<file path="config.mk">
export PLATFORM = sky130hd
export DESIGN_NAME = sc5_kernel
export DESIGN_NICKNAME = d
export VERILOG_FILES = /design/src/rtl/core/sc5_pkg.sv /design/src/rtl/core/sc5_kernel.sv
export SDC_FILE = /design/constraint.sdc
export NUM_CORES = 1
export LEC_CHECK = 0
export BUFFER_PORTS_ARGS = -buffer_cell sky130_fd_sc_hd__buf_2
export CELL_PAD_IN_SITES_DETAIL_PLACEMENT = 1
export CELL_PAD_IN_SITES_GLOBAL_PLACEMENT = 1
export CORE_MARGIN = 2
export CORE_UTILIZATION = 47
export DETAILED_ROUTE_END_ITERATION = 7
export PLACE_DENSITY_LB_ADDON = 0.2
export REMOVE_ABC_BUFFERS = 1
export SLEW_MARGIN = 30
export SYNTH_ARGS = -nofsm -noshare
export SYNTH_HDL_FRONTEND = slang
export SYNTH_SLANG_ARGS = --single-unit
</file>
<file path="constraint.sdc">
create_clock -name vclk -period 10.83
set_input_delay 0.5415 -clock vclk [all_inputs]
set_output_delay 0.5415 -clock vclk [all_outputs]
set_load 0.01 [all_outputs]
</file>
<file path="src/rtl/core/sc5_pkg.sv">
package sc5_pkg;

  // field widths fixed by the stream format
  localparam int CH_W       = 8;
  localparam int OUT_COL_W  = 10;
  localparam int OUT_ROW_W  = 12;
  localparam int FW_W       = 11;
  localparam int FH_W       = 12;
  localparam int CFG_IDX_W  = 1;
  localparam int CFG_DATA_W = 12;

  // register indexes on the config port
  localparam logic [CFG_IDX_W-1:0] CFG_FRAME_WIDTH  = 1'b0;
  localparam logic [CFG_IDX_W-1:0] CFG_FRAME_HEIGHT = 1'b1;

  localparam logic [FW_W-1:0] FRAME_WIDTH_RST  = 11'd640;
  localparam logic [FH_W-1:0] FRAME_HEIGHT_RST = 12'd480;

  // sharpening kernel taps
  localparam int TAP_CENTRE = 15;
  localparam int TAP_CROSS  = 2;
  localparam int TAP_FAR    = 1;

  // divide by 7 for sums up to 4080: (x * 2341) >> 14
  localparam int DIV7_MUL   = 2341;
  localparam int DIV7_SHIFT = 14;

  localparam int CH_MAX = 255;

  // result queue
  localparam int FIFO_DEPTH = 8;
  localparam int FIFO_AW    = $clog2(FIFO_DEPTH);
  localparam int FIFO_CW    = $clog2(FIFO_DEPTH + 1);

  typedef struct packed {
    logic [CH_W-1:0] pixel_red;
    logic [CH_W-1:0] pixel_green;
    logic [CH_W-1:0] pixel_blue;
    logic [CH_W-1:0] pixel_alpha;
    logic            frame_start;
  } in_word_t;

  typedef struct packed {
    logic [CH_W-1:0]      out_red;
    logic [CH_W-1:0]      out_green;
    logic [CH_W-1:0]      out_blue;
    logic [CH_W-1:0]      out_alpha;
    logic [OUT_COL_W-1:0] out_col;
    logic [OUT_ROW_W-1:0] out_row;
    logic                 last_of_run;
  } out_word_t;

  typedef struct packed {
    logic [CH_W-1:0] alpha;
    logic [CH_W-1:0] red;
    logic [CH_W-1:0] green;
    logic [CH_W-1:0] blue;
  } argb_t;

  typedef struct packed {
    logic [FW_W-1:0] frame_width;
    logic [FH_W-1:0] frame_height;
  } cfg_regs_t;

  // everything the kernel stage needs for one pixel
  typedef struct packed {
    argb_t                centre;
    argb_t                left;
    argb_t                right;
    argb_t                up;
    argb_t                down;
    argb_t                far;
    logic                 do_filter;
    logic                 emit_above;
    logic                 emit_px;
    logic [OUT_COL_W-1:0] col;
    logic [OUT_ROW_W-1:0] row_above;
    logic [OUT_ROW_W-1:0] row_cur;
  } tap_word_t;

endpackage

</file>
<file path="src/rtl/core/sc5_kernel.sv">
module sc5_kernel
  import sc5_pkg::*;
(
  input  logic [CH_W-1:0] centre,
  input  logic [CH_W-1:0] left,
  input  logic [CH_W-1:0] right,
  input  logic [CH_W-1:0] up,
  input  logic [CH_W-1:0] down,
  input  logic [CH_W-1:0] far,
  output logic [CH_W-1:0] value
);

  logic [12:0] pos_sum;
  logic [10:0] neg_sum;
  logic [11:0] mag;
  logic [23:0] prod;
  logic [9:0]  quo;

  // negative sums clamp to zero, so only the positive side is divided
  always_comb begin
    pos_sum = 13'(TAP_CENTRE) * 13'(centre) + 13'(TAP_FAR) * 13'(far);
    neg_sum = 11'(TAP_CROSS) * (11'(left) + 11'(right) + 11'(up) + 11'(down));
    mag     = 12'(pos_sum - 13'(neg_sum));
    prod    = 24'(mag) * 24'(DIV7_MUL);
    quo     = 10'(prod >> DIV7_SHIFT);
    if (pos_sum <= 13'(neg_sum)) begin
      value = '0;
    end else if (quo > 10'(CH_MAX)) begin
      value = CH_W'(CH_MAX);
    end else begin
      value = quo[CH_W-1:0];
    end
  end

endmodule

</file>
# ---- Yosys cells after proc, flatten, opt, wreduce, memory -nomap -nowiden
# Index checks and enable logic that the tools add are counted.
dict set report classes {
  mul 2
  mux 2
  addsub 5
  n_lt_le_gt_ge 2
}
# cell n
set ops {}
lappend ops {{$mul A12 B12 Y24 const B} 1}
lappend ops {{$mux W8} 2}
lappend ops {{$add A12 B8 Y13} 1}
lappend ops {{$le A13 B11 Y1} 1}
lappend ops {{$mul A4 B8 Y12 const A} 1}
lappend ops {{$sub A12 B11 Y12} 1}
lappend ops {{$add A10 B8 Y10} 1}
lappend ops {{$add A9 B8 Y10} 1}
lappend ops {{$gt A10 B8 Y1 const B} 1}
lappend ops {{$add A8 B8 Y9} 1}
dict set report word_totals {
  word_cells 11
  out_inout_bits 8
  ff_bits 0
  inputBits 48
}

# ---- Depth between registers and ports, before layout
dict set report depth {
  depth_word 8
  ltp_mapped 35
  depth_no_buf 35
}

# ---- Worst setup path after synthesis
# OpenSTA, ideal clock, no wires.
dict set report synth_timing {
  kind {input -> output}
  startpoint {input port centre[2]}
  endpoint {output port value[6]}
  path_stages 35
  required_time_ns 10.288
  slack_ns 1.883
  n_path_buf 0
  arrival_time_ns 8.406
  cell_sequence {inv_1 > fa_1 > inv_1 > fa_1 > inv_1 > fa_1 > inv_1 > ha_1 > nand3_1 > o211ai_1 > o41ai_1 > nor2_1 > o21a_1 > nor2_1 > xnor2_1 > ha_1 > and2_1 > a221o_2 > xnor2_4 > xnor2_4 > inv_1 > xnor2_1 > ha_1 > fa_1 > inv_1 > fa_1 > inv_1 > ha_1 > a2111oi_0 > nand2b_1 > o211ai_1 > o311ai_1 > o21ai_0 > xor2_1 > a21oi_1}
}
dict set report synth_between {
  elab_chain_cells 7
  word_cells_on_any_way 8
  classes_between {add/sub: 2; mul: 2; order compare: 2; mux: 2}
}
# item line
set synth_rtl {}
lappend synth_rtl {{from (decl)} sc5_kernel.sv:4} ;# input logic [CH_W-1:0] centre,
lappend synth_rtl {{$mul A4 B8 Y12 *} sc5_kernel.sv:21} ;# pos_sum = 13'(TAP_CENTRE) * 13'(centre) + 13'(TAP_FAR) * 13'(far);
lappend synth_rtl {{$add A12 B8 Y13 *} sc5_kernel.sv:21}
lappend synth_rtl {{$sub A12 B11 Y12} sc5_kernel.sv:23} ;# mag = 12'(pos_sum - 13'(neg_sum));
lappend synth_rtl {{$mul A12 B12 Y24} sc5_kernel.sv:24} ;# prod = 24'(mag) * 24'(DIV7_MUL);
lappend synth_rtl {{$gt A10 B8 Y1} sc5_kernel.sv:28} ;# end else if (quo > 10'(CH_MAX)) begin
lappend synth_rtl {{$mux W8} sc5_kernel.sv:28}
lappend synth_rtl {{$mux W8 *} sc5_kernel.sv:26} ;# if (pos_sum <= 13'(neg_sum)) begin
lappend synth_rtl {{to (decl)} sc5_kernel.sv:10} ;# output logic [CH_W-1:0] value
# Mark *: on every way between the ends. The rest lies on a longest branch, timed or not.

# ---- Worst setup path after layout
# Ends and elaborated chain as after synthesis.

==> run metrics <==
status=finished clean; # hold bufs at CTS=0; GP Congestion=0.8548; Rows=34; post-DP HPWL=9.214 mm; Synth top area share=0.3376; initial DRC count=86; critical path fanouts, max=7; post-synthesis cell count=471; # port buffers=56; via/cell ratio=5.332; ant diodes=0; DRC Markers=0; Startpoint Class=input pin; Total GRT Usage=0.2105; Overflow after GRT=0; Yosys cell types=46; total iterations of the first detailed-routing run=4; CP max-delay cell=a2111oi_0; average size of a mapped cell=8.814 µm²; arrival time at the worst endpoint=9550 ps; Seq/Total Area, Yosys=0; vias in the first global route=3758; Mapped Area=0.004151 mm²; register area=0 µm²; Via Count=3386; critical path data required time=10290 ps; largest net degree at the start of global routing=9; Post-CTS Setup Inserts=0; Top cell by count, worst path=inv_1; FF+latch count=0; first-pass GRT wire length=17.04 mm; die area=0.009601 mm²; Post-CTS Resized=0; Pins Over Slew Limit=0; number of clock buffers in the layout=0; area leader, netlist=ha_1; slew margin rel.=0.4737; fmax=99.06 MHz; Ys Warns=0; # setup viols final=0; setup TNS=0 ps; CP endpoint kind=output port; core area=0.008636 mm²; Starting Density=0.4807; kind of critical path=in2out; Final period util=0.9321; Synth area leaders=ha_1, fa_1, inv_1; DRT antenna net count=0; Die Span X=97.99 µm; Area Overhead vs Synth=10.01%; layout cells sized above 1=0.1214; Top-Level Pins=56; antenna violations before repair=0; RSZ-0062 raised after global routing=false; Final Critical Period=10100 ps; worst stage delay on the critical path=560 ps; Die H=97.99 µm; WL final=9.887 mm; Max Cap Viol=0; endpoints failing hold=0; Hold Path Stages=6; Final #Nets=742; Worst-Margin Slew=783.8 ps; Hold Path Class=in2out; wire per inst=15.57 µm; layout filler cell count=1063
==> metal layers <==
| layer | share of wire | global-route usage | wire length [µm] | vias to the layer above |
|---|---|---|---|---|
| met5 | 0 | 0 | 0 | - |
| met4 | 0.012 | 0.02564 | 121 | 0 |
| met3 | 0.015 | 0.004295 | 146 | 10 |
| met2 | 0.52 | 0.3930 | 5161 | 32 |
| met1 | 0.45 | 0.2802 | 4458 | 1674 |
| li1 | - | - | - | 1670 |
==> stage by stage <==
step | setup WS (ps) | instance area [µm²] | hold WS (ps) | std cells | utilization
floorplan | 1883 | 4151 | 1627 | 471 | -
global placement | 1243 | 4567 | 1927 | 635 | 0.5288
detailed placement | 808.4 | 4567 | 1939 | 635 | 0.5288
CTS | 762.1 | 4567 | 1941 | 635 | 0.5288
global route | 12.79 | 4567 | 1999 | 635 | 0.5288
finish | 735.0 | 4567 | 1940 | 635 | 0.5288
==> kinds of logic after synthesis <==
kind of cell	Yosys count	synth area share
muxes	1	0.002411
buffers and inverters	119	0.1076
AOI/OAI and AO/OA	88	0.1395
xor gates and xnor gates	31	0.07776
adders and majority gates	165	0.5931
and+or+nand+nor	67	0.07957
==> worst max-delay path: cells and delay by family <==
| kind | cells | cell delay, ps |
|---|---|---|
| simple gates | 5 | 700 |
| fa+ha+maj | 9 | 3890 |
| xor+xnor | 5 | 910 |
| buf+inv | 9 | 730 |
| compound gates | 9 | 2750 |
==> worst paths after layout <==
kind / to / start
worst max-delay path: value[6] / centre[2]
worst min-delay path: value[6] / centre[7]
==> placed cells by master (no fill, tap or decap), types with 2 or more instances in the layout <==
cell,count
o21ai_0,15
inv_1,119
xor2_1,4
nand2b_1,4
fa_1,53
nand3_1,6
a21o_1,10
nand2_1,14
buf_2,56
a2111oi_0,2
o21bai_1,4
or2_2,3
o211ai_1,4
xnor2_4,2
a31oi_1,3
xnor2_1,24
nor2_1,19
and3_1,3
ha_1,112
a211oi_1,2
a21oi_1,29
nand4_1,3
nor3_1,3
and2_1,3
o21a_1,5
or3_1,2
nor2b_1,3
==> area by class of cell <==
class | instances | area [µm²] | share of cell area
repair buffers | 56 | 280.3 | 0.06137
multi-input cells | 352 | 3705 | 0.8112
well taps | 108 | 135.1 | 0.02959
inverters | 119 | 446.7 | 0.09781
==> synthesized netlist by cell type (all sizes together) (2+ instances only) <==
| library cell | number |
|---|---|
| fa | 53 |
| xnor2 | 26 |
| o311ai | 2 |
| ha | 112 |
| or2 | 3 |
| a2111oi | 2 |
| a211oi | 2 |
| nand2b | 4 |
| nand4 | 3 |
| a21oi | 29 |
| and3 | 3 |
| o21a | 5 |
| inv | 119 |
| nor3 | 3 |
| or3 | 2 |
| a31oi | 3 |
| o211ai | 4 |
| o21bai | 4 |
| a221oi | 2 |
| a221o | 2 |
| xor2 | 4 |
| nand3 | 6 |
| nand2 | 14 |
| a21o | 10 |
| o21ai | 15 |
| o2111ai | 2 |
| and2 | 3 |
| nor2b | 3 |
| nor2 | 19 |
Power is not shown: default switching activity piles up to over one toggle a cycle in this logic, so the estimate is an artifact.
