[src/rtl/core/sc5_pkg.sv]
package sc5_pkg;

  // field widths fixed by the stream format
  localparam int CH_W       = 8;
  localparam int OUT_COL_W  = 10;
  localparam int OUT_ROW_W  = 12;
  localparam int FW_W       = 11;
  localparam int FH_W       = 12;
  localparam int CFG_IDX_W  = 1;
  localparam int CFG_DATA_W = 12;

  // register indexes on the config port
  localparam logic [CFG_IDX_W-1:0] CFG_FRAME_WIDTH  = 1'b0;
  localparam logic [CFG_IDX_W-1:0] CFG_FRAME_HEIGHT = 1'b1;

  localparam logic [FW_W-1:0] FRAME_WIDTH_RST  = 11'd640;
  localparam logic [FH_W-1:0] FRAME_HEIGHT_RST = 12'd480;

  // sharpening kernel taps
  localparam int TAP_CENTRE = 15;
  localparam int TAP_CROSS  = 2;
  localparam int TAP_FAR    = 1;

  // divide by 7 for sums up to 4080: (x * 2341) >> 14
  localparam int DIV7_MUL   = 2341;
  localparam int DIV7_SHIFT = 14;

  localparam int CH_MAX = 255;

  // result queue
  localparam int FIFO_DEPTH = 8;
  localparam int FIFO_AW    = $clog2(FIFO_DEPTH);
  localparam int FIFO_CW    = $clog2(FIFO_DEPTH + 1);

  typedef struct packed {
    logic [CH_W-1:0] pixel_red;
    logic [CH_W-1:0] pixel_green;
    logic [CH_W-1:0] pixel_blue;
    logic [CH_W-1:0] pixel_alpha;
    logic            frame_start;
  } in_word_t;

  typedef struct packed {
    logic [CH_W-1:0]      out_red;
    logic [CH_W-1:0]      out_green;
    logic [CH_W-1:0]      out_blue;
    logic [CH_W-1:0]      out_alpha;
    logic [OUT_COL_W-1:0] out_col;
    logic [OUT_ROW_W-1:0] out_row;
    logic                 last_of_run;
  } out_word_t;

  typedef struct packed {
    logic [CH_W-1:0] alpha;
    logic [CH_W-1:0] red;
    logic [CH_W-1:0] green;
    logic [CH_W-1:0] blue;
  } argb_t;

  typedef struct packed {
    logic [FW_W-1:0] frame_width;
    logic [FH_W-1:0] frame_height;
  } cfg_regs_t;

  // everything the kernel stage needs for one pixel
  typedef struct packed {
    argb_t                centre;
    argb_t                left;
    argb_t                right;
    argb_t                up;
    argb_t                down;
    argb_t                far;
    logic                 do_filter;
    logic                 emit_above;
    logic                 emit_px;
    logic [OUT_COL_W-1:0] col;
    logic [OUT_ROW_W-1:0] row_above;
    logic [OUT_ROW_W-1:0] row_cur;
  } tap_word_t;

endpackage

[src/rtl/core/sc5_out_fifo.sv]
module sc5_out_fifo
  import sc5_pkg::*;
(
  input  logic               clk,
  input  logic               rst,
  input  logic [1:0]         push_cnt,
  input  out_word_t          push_a,
  input  out_word_t          push_b,
  input  logic               pop,
  output out_word_t          head,
  output logic [FIFO_CW-1:0] count
);

  out_word_t          mem [FIFO_DEPTH];
  logic [FIFO_AW-1:0] wr_ptr;
  logic [FIFO_AW-1:0] rd_ptr;

  always_ff @(posedge clk) begin
    if (rst) begin
      wr_ptr <= '0;
      rd_ptr <= '0;
      count  <= '0;
    end else begin
      wr_ptr <= wr_ptr + FIFO_AW'(push_cnt);
      rd_ptr <= rd_ptr + FIFO_AW'(pop);
      count  <= count + FIFO_CW'(push_cnt) - FIFO_CW'(pop);
    end
  end

  // up to two words per cycle, first word at the tail
  always_ff @(posedge clk) begin
    if (push_cnt != 2'd0) begin
      mem[wr_ptr] <= push_a;
    end
    if (push_cnt == 2'd2) begin
      mem[wr_ptr + FIFO_AW'(1)] <= push_b;
    end
  end

  assign head = mem[rd_ptr];

`ifndef SYNTH
  a_no_overflow: assert property (@(posedge clk) disable iff (rst)
    (5'(count) + 5'(push_cnt)) <= 5'(FIFO_DEPTH))
    else $error("result queue overflow");
`endif

`ifndef SYNTH
  a_ptr_count: assert property (@(posedge clk) disable iff (rst)
    (count <= FIFO_CW'(FIFO_DEPTH)) && (FIFO_AW'(count) == FIFO_AW'(wr_ptr - rd_ptr)))
    else $error("queue count and pointers disagree");
`endif

endmodule

[config.mk]
export PLATFORM = sky130hd
export DESIGN_NAME = sc5_out_fifo
export DESIGN_NICKNAME = d
export VERILOG_FILES = /design/src/rtl/core/sc5_pkg.sv /design/src/rtl/core/sc5_out_fifo.sv
export SDC_FILE = /design/constraint.sdc
export NUM_CORES = 1
export LEC_CHECK = 0
export BUFFER_PORTS_ARGS = -buffer_cell sky130_fd_sc_hd__buf_4
export CAP_MARGIN = 20
export CORE_UTILIZATION = 55
export DETAILED_ROUTE_END_ITERATION = 10
export GPL_ROUTABILITY_DRIVEN = 0
export GPL_TIMING_DRIVEN = 0
export PLACE_DENSITY_LB_ADDON = 0.25
export SLEW_MARGIN = 20
export SYNTH_ARGS = -nofsm -noshare
export SYNTH_HDL_FRONTEND = slang
export SYNTH_SLANG_ARGS = --single-unit
[constraint.sdc]
create_clock -name clk -period 6.76 [get_ports clk]
set_clock_uncertainty 0.15 [all_clocks]
set_input_delay 0.338 -clock clk [delete_from_list [all_inputs] [get_ports clk]]
set_output_delay 0.338 -clock clk [all_outputs]
set_load 0.01 [all_outputs]
* Yosys cells after proc, flatten, opt, wreduce, memory -nomap -nowiden
Memory sizes are Yosys's and may differ from the RTL's. A register that Yosys moved wholly into a read port is not among the register bits.
Cells that the tools add are included.
** Storage, ports and cells
- Bits in registers :: 10
- Memory bits (writable) :: 440
- Input bits :: 115
- Output and inout bits :: 59
- Logic and storage cells :: 16
- Memories kept :: 1
** Operators by class
- Add/sub/neg operators :: 5
- Equality and inequality tests :: 1
- Muxes and demuxes :: 5
- Reduce and logical (&&, ||, !) cells :: 1
** Memories
- mem :: depth 8, width 55, rd ports 1, clocked after Yosys merged registers in 1, wr ports 2, line sc5_out_fifo.sv:14 : out_word_t mem [FIFO_DEPTH];
** Operators with widths (count)
- adder 4 x 2 -> 4 bit :: 1
- 2-to-1 mux 1 bit :: 4
- subtractor 4 x 1 -> 4 bit :: 1
- adder 3 x 1 -> 3 bit :: 1
- adder 3 x 1 -> 3 bit, second input constant :: 1
- adder 3 x 2 -> 3 bit :: 1
- 2-to-1 mux 3 bit :: 1
- == test 2 bit, second input constant :: 1
- nonzero test 2 bit :: 1

* Depth between registers and ports, before layout
- Word-level depth :: 3
- Depth in mapped cells :: 8

* Worst setup path before layout
OpenSTA, ideal clock, no wires.
- Path type :: register -> register
- Start :: reg wr_ptr[0]
- End :: mem mem[1][0] (netlist name) (enable)
- Setup time :: 0.550 ns
- Arrival :: 4.680 ns
- Slack :: 1.380 ns
- Cell stages (with the launch flop) :: 3
- Period minus slack after synthesis :: 5.380 ns
- Cells stage by stage :: dfxtp_1 o21ai_0 o31ai_1
** RTL lines
- start: declaration :: line sc5_out_fifo.sv:15 : logic [FIFO_AW-1:0] wr_ptr;
- start signal: assignment :: line sc5_out_fifo.sv:24 : wr_ptr <= wr_ptr + FIFO_AW'(push_cnt);
- end: declaration :: line sc5_out_fifo.sv:14

==> flow_summary.toml <==
[logic_synthesis]
async_flop_share_pct = 0
synthCells = 1200
yosys.cell_count.top_type = "mux2_2"
yosysTopAreaCell = "edfxtp_1"
syn_area_um2 = 22520
syn-num-nets = 1326
yosys_warnings = 0
yosys_most_used_dff = "edfxtp_1"
yosys_register_bits = 450
synth_edf_count = 440
synth.avg_cell_area_um2 = 18.76
synth.top_cell.area_share_pct = 58.68
yosysUniqueCellTypes = 33
synth_area_leaders = "edfxtp_1, mux2_2, mux4_2, buf_6, dfxtp_1"
ys_seq_area_share_pct = 59.57
yosys-top-cells-count = "mux2_2, edfxtp_1, mux4_2"

[detailed_routing]
drt_iter0_drc = 949
viasPerCell = 6.012
postRouteAntennaNets = 0
dr.pass1.iters = 5
wl_per_cell_um = 25.81
vias = 13110
routed_wl_um = 56280
drcViolationCount = 0

[worst_setup_path]
cpMaxStageDelayCell = "clkbuf_1"
critPathMaxFanout = 10
start_kind = "flip-flop"
crit_chain = "clkbuf_1 > clkbuf_1 > mux4_2 > mux2_2 > buf_4"
worstPathArrival_ns = 3.13
slowest_delay_ns = 0.71
cp_data_required_time_ns = 6.27
end_kind = "output pin"
critical_path_class = "reg2out"
cpMostUsedCell = "clkbuf_1"

[floorplan]
io_pins = 174
initial_core_util_pct = 56.16
num_rows = 73
die-width_um = 204.3
die_h_um = 204.3
coreArea_um2 = 40100
die_area_um2 = 41750

[timing]
setup_viol = 0
rsz0062_at_grt = "no"
fin_setup_tns_ns = 0
fmax_mhz = 276.5
tightestPinTransition_ns = 0.9539
hold_viol = 0
slew_headroom_pct = 36.27
finalCriticalPeriod_ns = 3.617
period_share_pct = 53.50
maxSlewViolCount = 0
fin_ws_ns = 3.143

[layout]
final_util_pct = 70.63
multi_input_area_um2 = 8602
register_area_um2 = 13410
drive_gt1_share_pct = 55.89
syn2layout_area_growth_pct = 25.78
fin_nets = 1745
fill_cells = 2617
final_cells = 2181

[power]
p_int_mw = 5.434
p_sw_share_pct = 24.99
p_leak_nw = 9.777
peakVddDrop_mv = 0.2250
power.net_switching_mw = 1.810
power_frac_clock_pct = 32.8
combPwrFrac_pct = 20.0
power.density_nw_per_um2 = 255.8
seqPwrFrac_pct = 47.1

[global_routing]
grt_pass1_wl_um = 84820
grt_usage_pct = 27.67
grt_max_degree = 18
antenna_found_initial = 1
overflow = 0
grt_pass1_vias = 13960

[placed_design]
dp_hpwl_um = 35540
pre_cts_ws_ns = 3.635
dp.cells = 1930
portBuffers = 172

[clocking]
cts_tree = "done"
clock_path_buffers = 3
cts_made_buffers = 47
clkTransAtPathRegs_ns = 0.06
cts_setup_buffers = 0
clk_latency_ns = 0.57
holdBufCountCts = 165
root_buffer = "clkbuf_16"
clkSinkCount = 450
cts.htree.levels = 2
cts_resized = 0

[flow_run]
cap_violations = 0

[status]
status = "completed"

[hold_path]
hold_path.class = "in2reg"
cell usage in the layout, fill, tap and decap left out, drive strengths merged, types with 2 or more instances in the layout:
cell type	Yosys	routed
o21ai	5	5
o22ai	2	2
inv	11	11
clkinv	0	24
mux2	495	495
ha	9	9
xnor2	3	3
mux4	110	110
xor2	3	3
nand2	6	6
clkinvlp	0	2
clkbuf	19	78
fa	2	2
dlygate4sd3	0	165
nand3	4	4
o31ai	2	2
nor2b	4	4
buf	59	264
a21oi	2	2
dfxtp	10	10
nor2	7	7
edfxtp	440	440
final timing paths:
| check | from | end | slack (ns) | cells after the start |
|---|---|---|---|---|
| max reg2reg | wr_ptr[1] | mem[2][22] | 3.36 | 6 |
| min | push_cnt[0] | count[0] | 0.03 | 3 |
| min reg2reg | count[3] | count[3] | 0.48 | 3 |
| max | rd_ptr[1] | head[53] | 3.14 | 5 |
power by group through the flow:
stage | combinational, mW | sequential [mW] | clock, mW
5_1_grt | 1.54 | 3.43 | 2.50
2_1_floorplan | 0.759 | 3.49 | 0
3_3_place_gp | 1.22 | 3.54 | 0
4_1_cts | 1.46 | 3.41 | 2.40
6_report | 1.45 | 3.41 | 2.38
3_5_place_dp | 1.36 | 3.47 | 0
per-stage QoR:
step / power, mW / hold WS [ns] / cell area (um^2)
finish: 7.244 / 0.03267 / 28320
global placement: 4.759 / 0.4288 / 24460
floorplan: 4.248 / 0.3889 / 22520
detailed placement: 4.835 / 0.4625 / 25290
CTS: 7.277 / 0.006827 / 28320
global route: 7.474 / 0.02911 / 28320
sequential cells by signal, indices dropped and copies added, names as in the netlist:
signal,count
count,4
mem,440
rd_ptr,3
wr_ptr,3
layer usage:
metal / share of wire [%] / global-route usage [%] / up-vias
li1: - / - / 5783
met2: 50 / 45.70 / 445
met3: 5.9 / 4.066 / 91
met5: 0 / 0 / -
met1: 42 / 37.86 / 6794
met4: 2.4 / 9.009 / 0
critical path, delay by kind of cell, from the launching register on:
family | cells | cell delay [ns]
flops | 1 | 0.35
mux | 2 | 0.73
buf+inv | 3 | 1.46
cell type report:
class / count / area share [%]
sequential: 450 / 47.36
multi-input combinational: 661 / 30.37
timing repair buffer: 370 / 12.94
clock buffer: 59 / 4.462
tap: 525 / 2.319
buffer: 78 / 1.979
clock inverter: 26 / 0.4064
inverter: 11 / 0.1458
antenna: 1 / 0.008836
kinds of logic (layout without fill, tap and decap cells):
logic type,count (synthesis),count (layout),synth area share [%]
flip-flops,450,450,59.57
adder cells (fa/ha/maj),11,11,0.6779
multiplexers,605,605,35.76
other,0,1,0
XOR/XNOR,6,6,0.3001
buffers and inverters,89,544,2.673
AO/OA/AOI/OAI,13,13,0.3445
AND/OR/NAND/NOR,26,26,0.6779
Note: power is estimated with default switching activity, not from simulation.
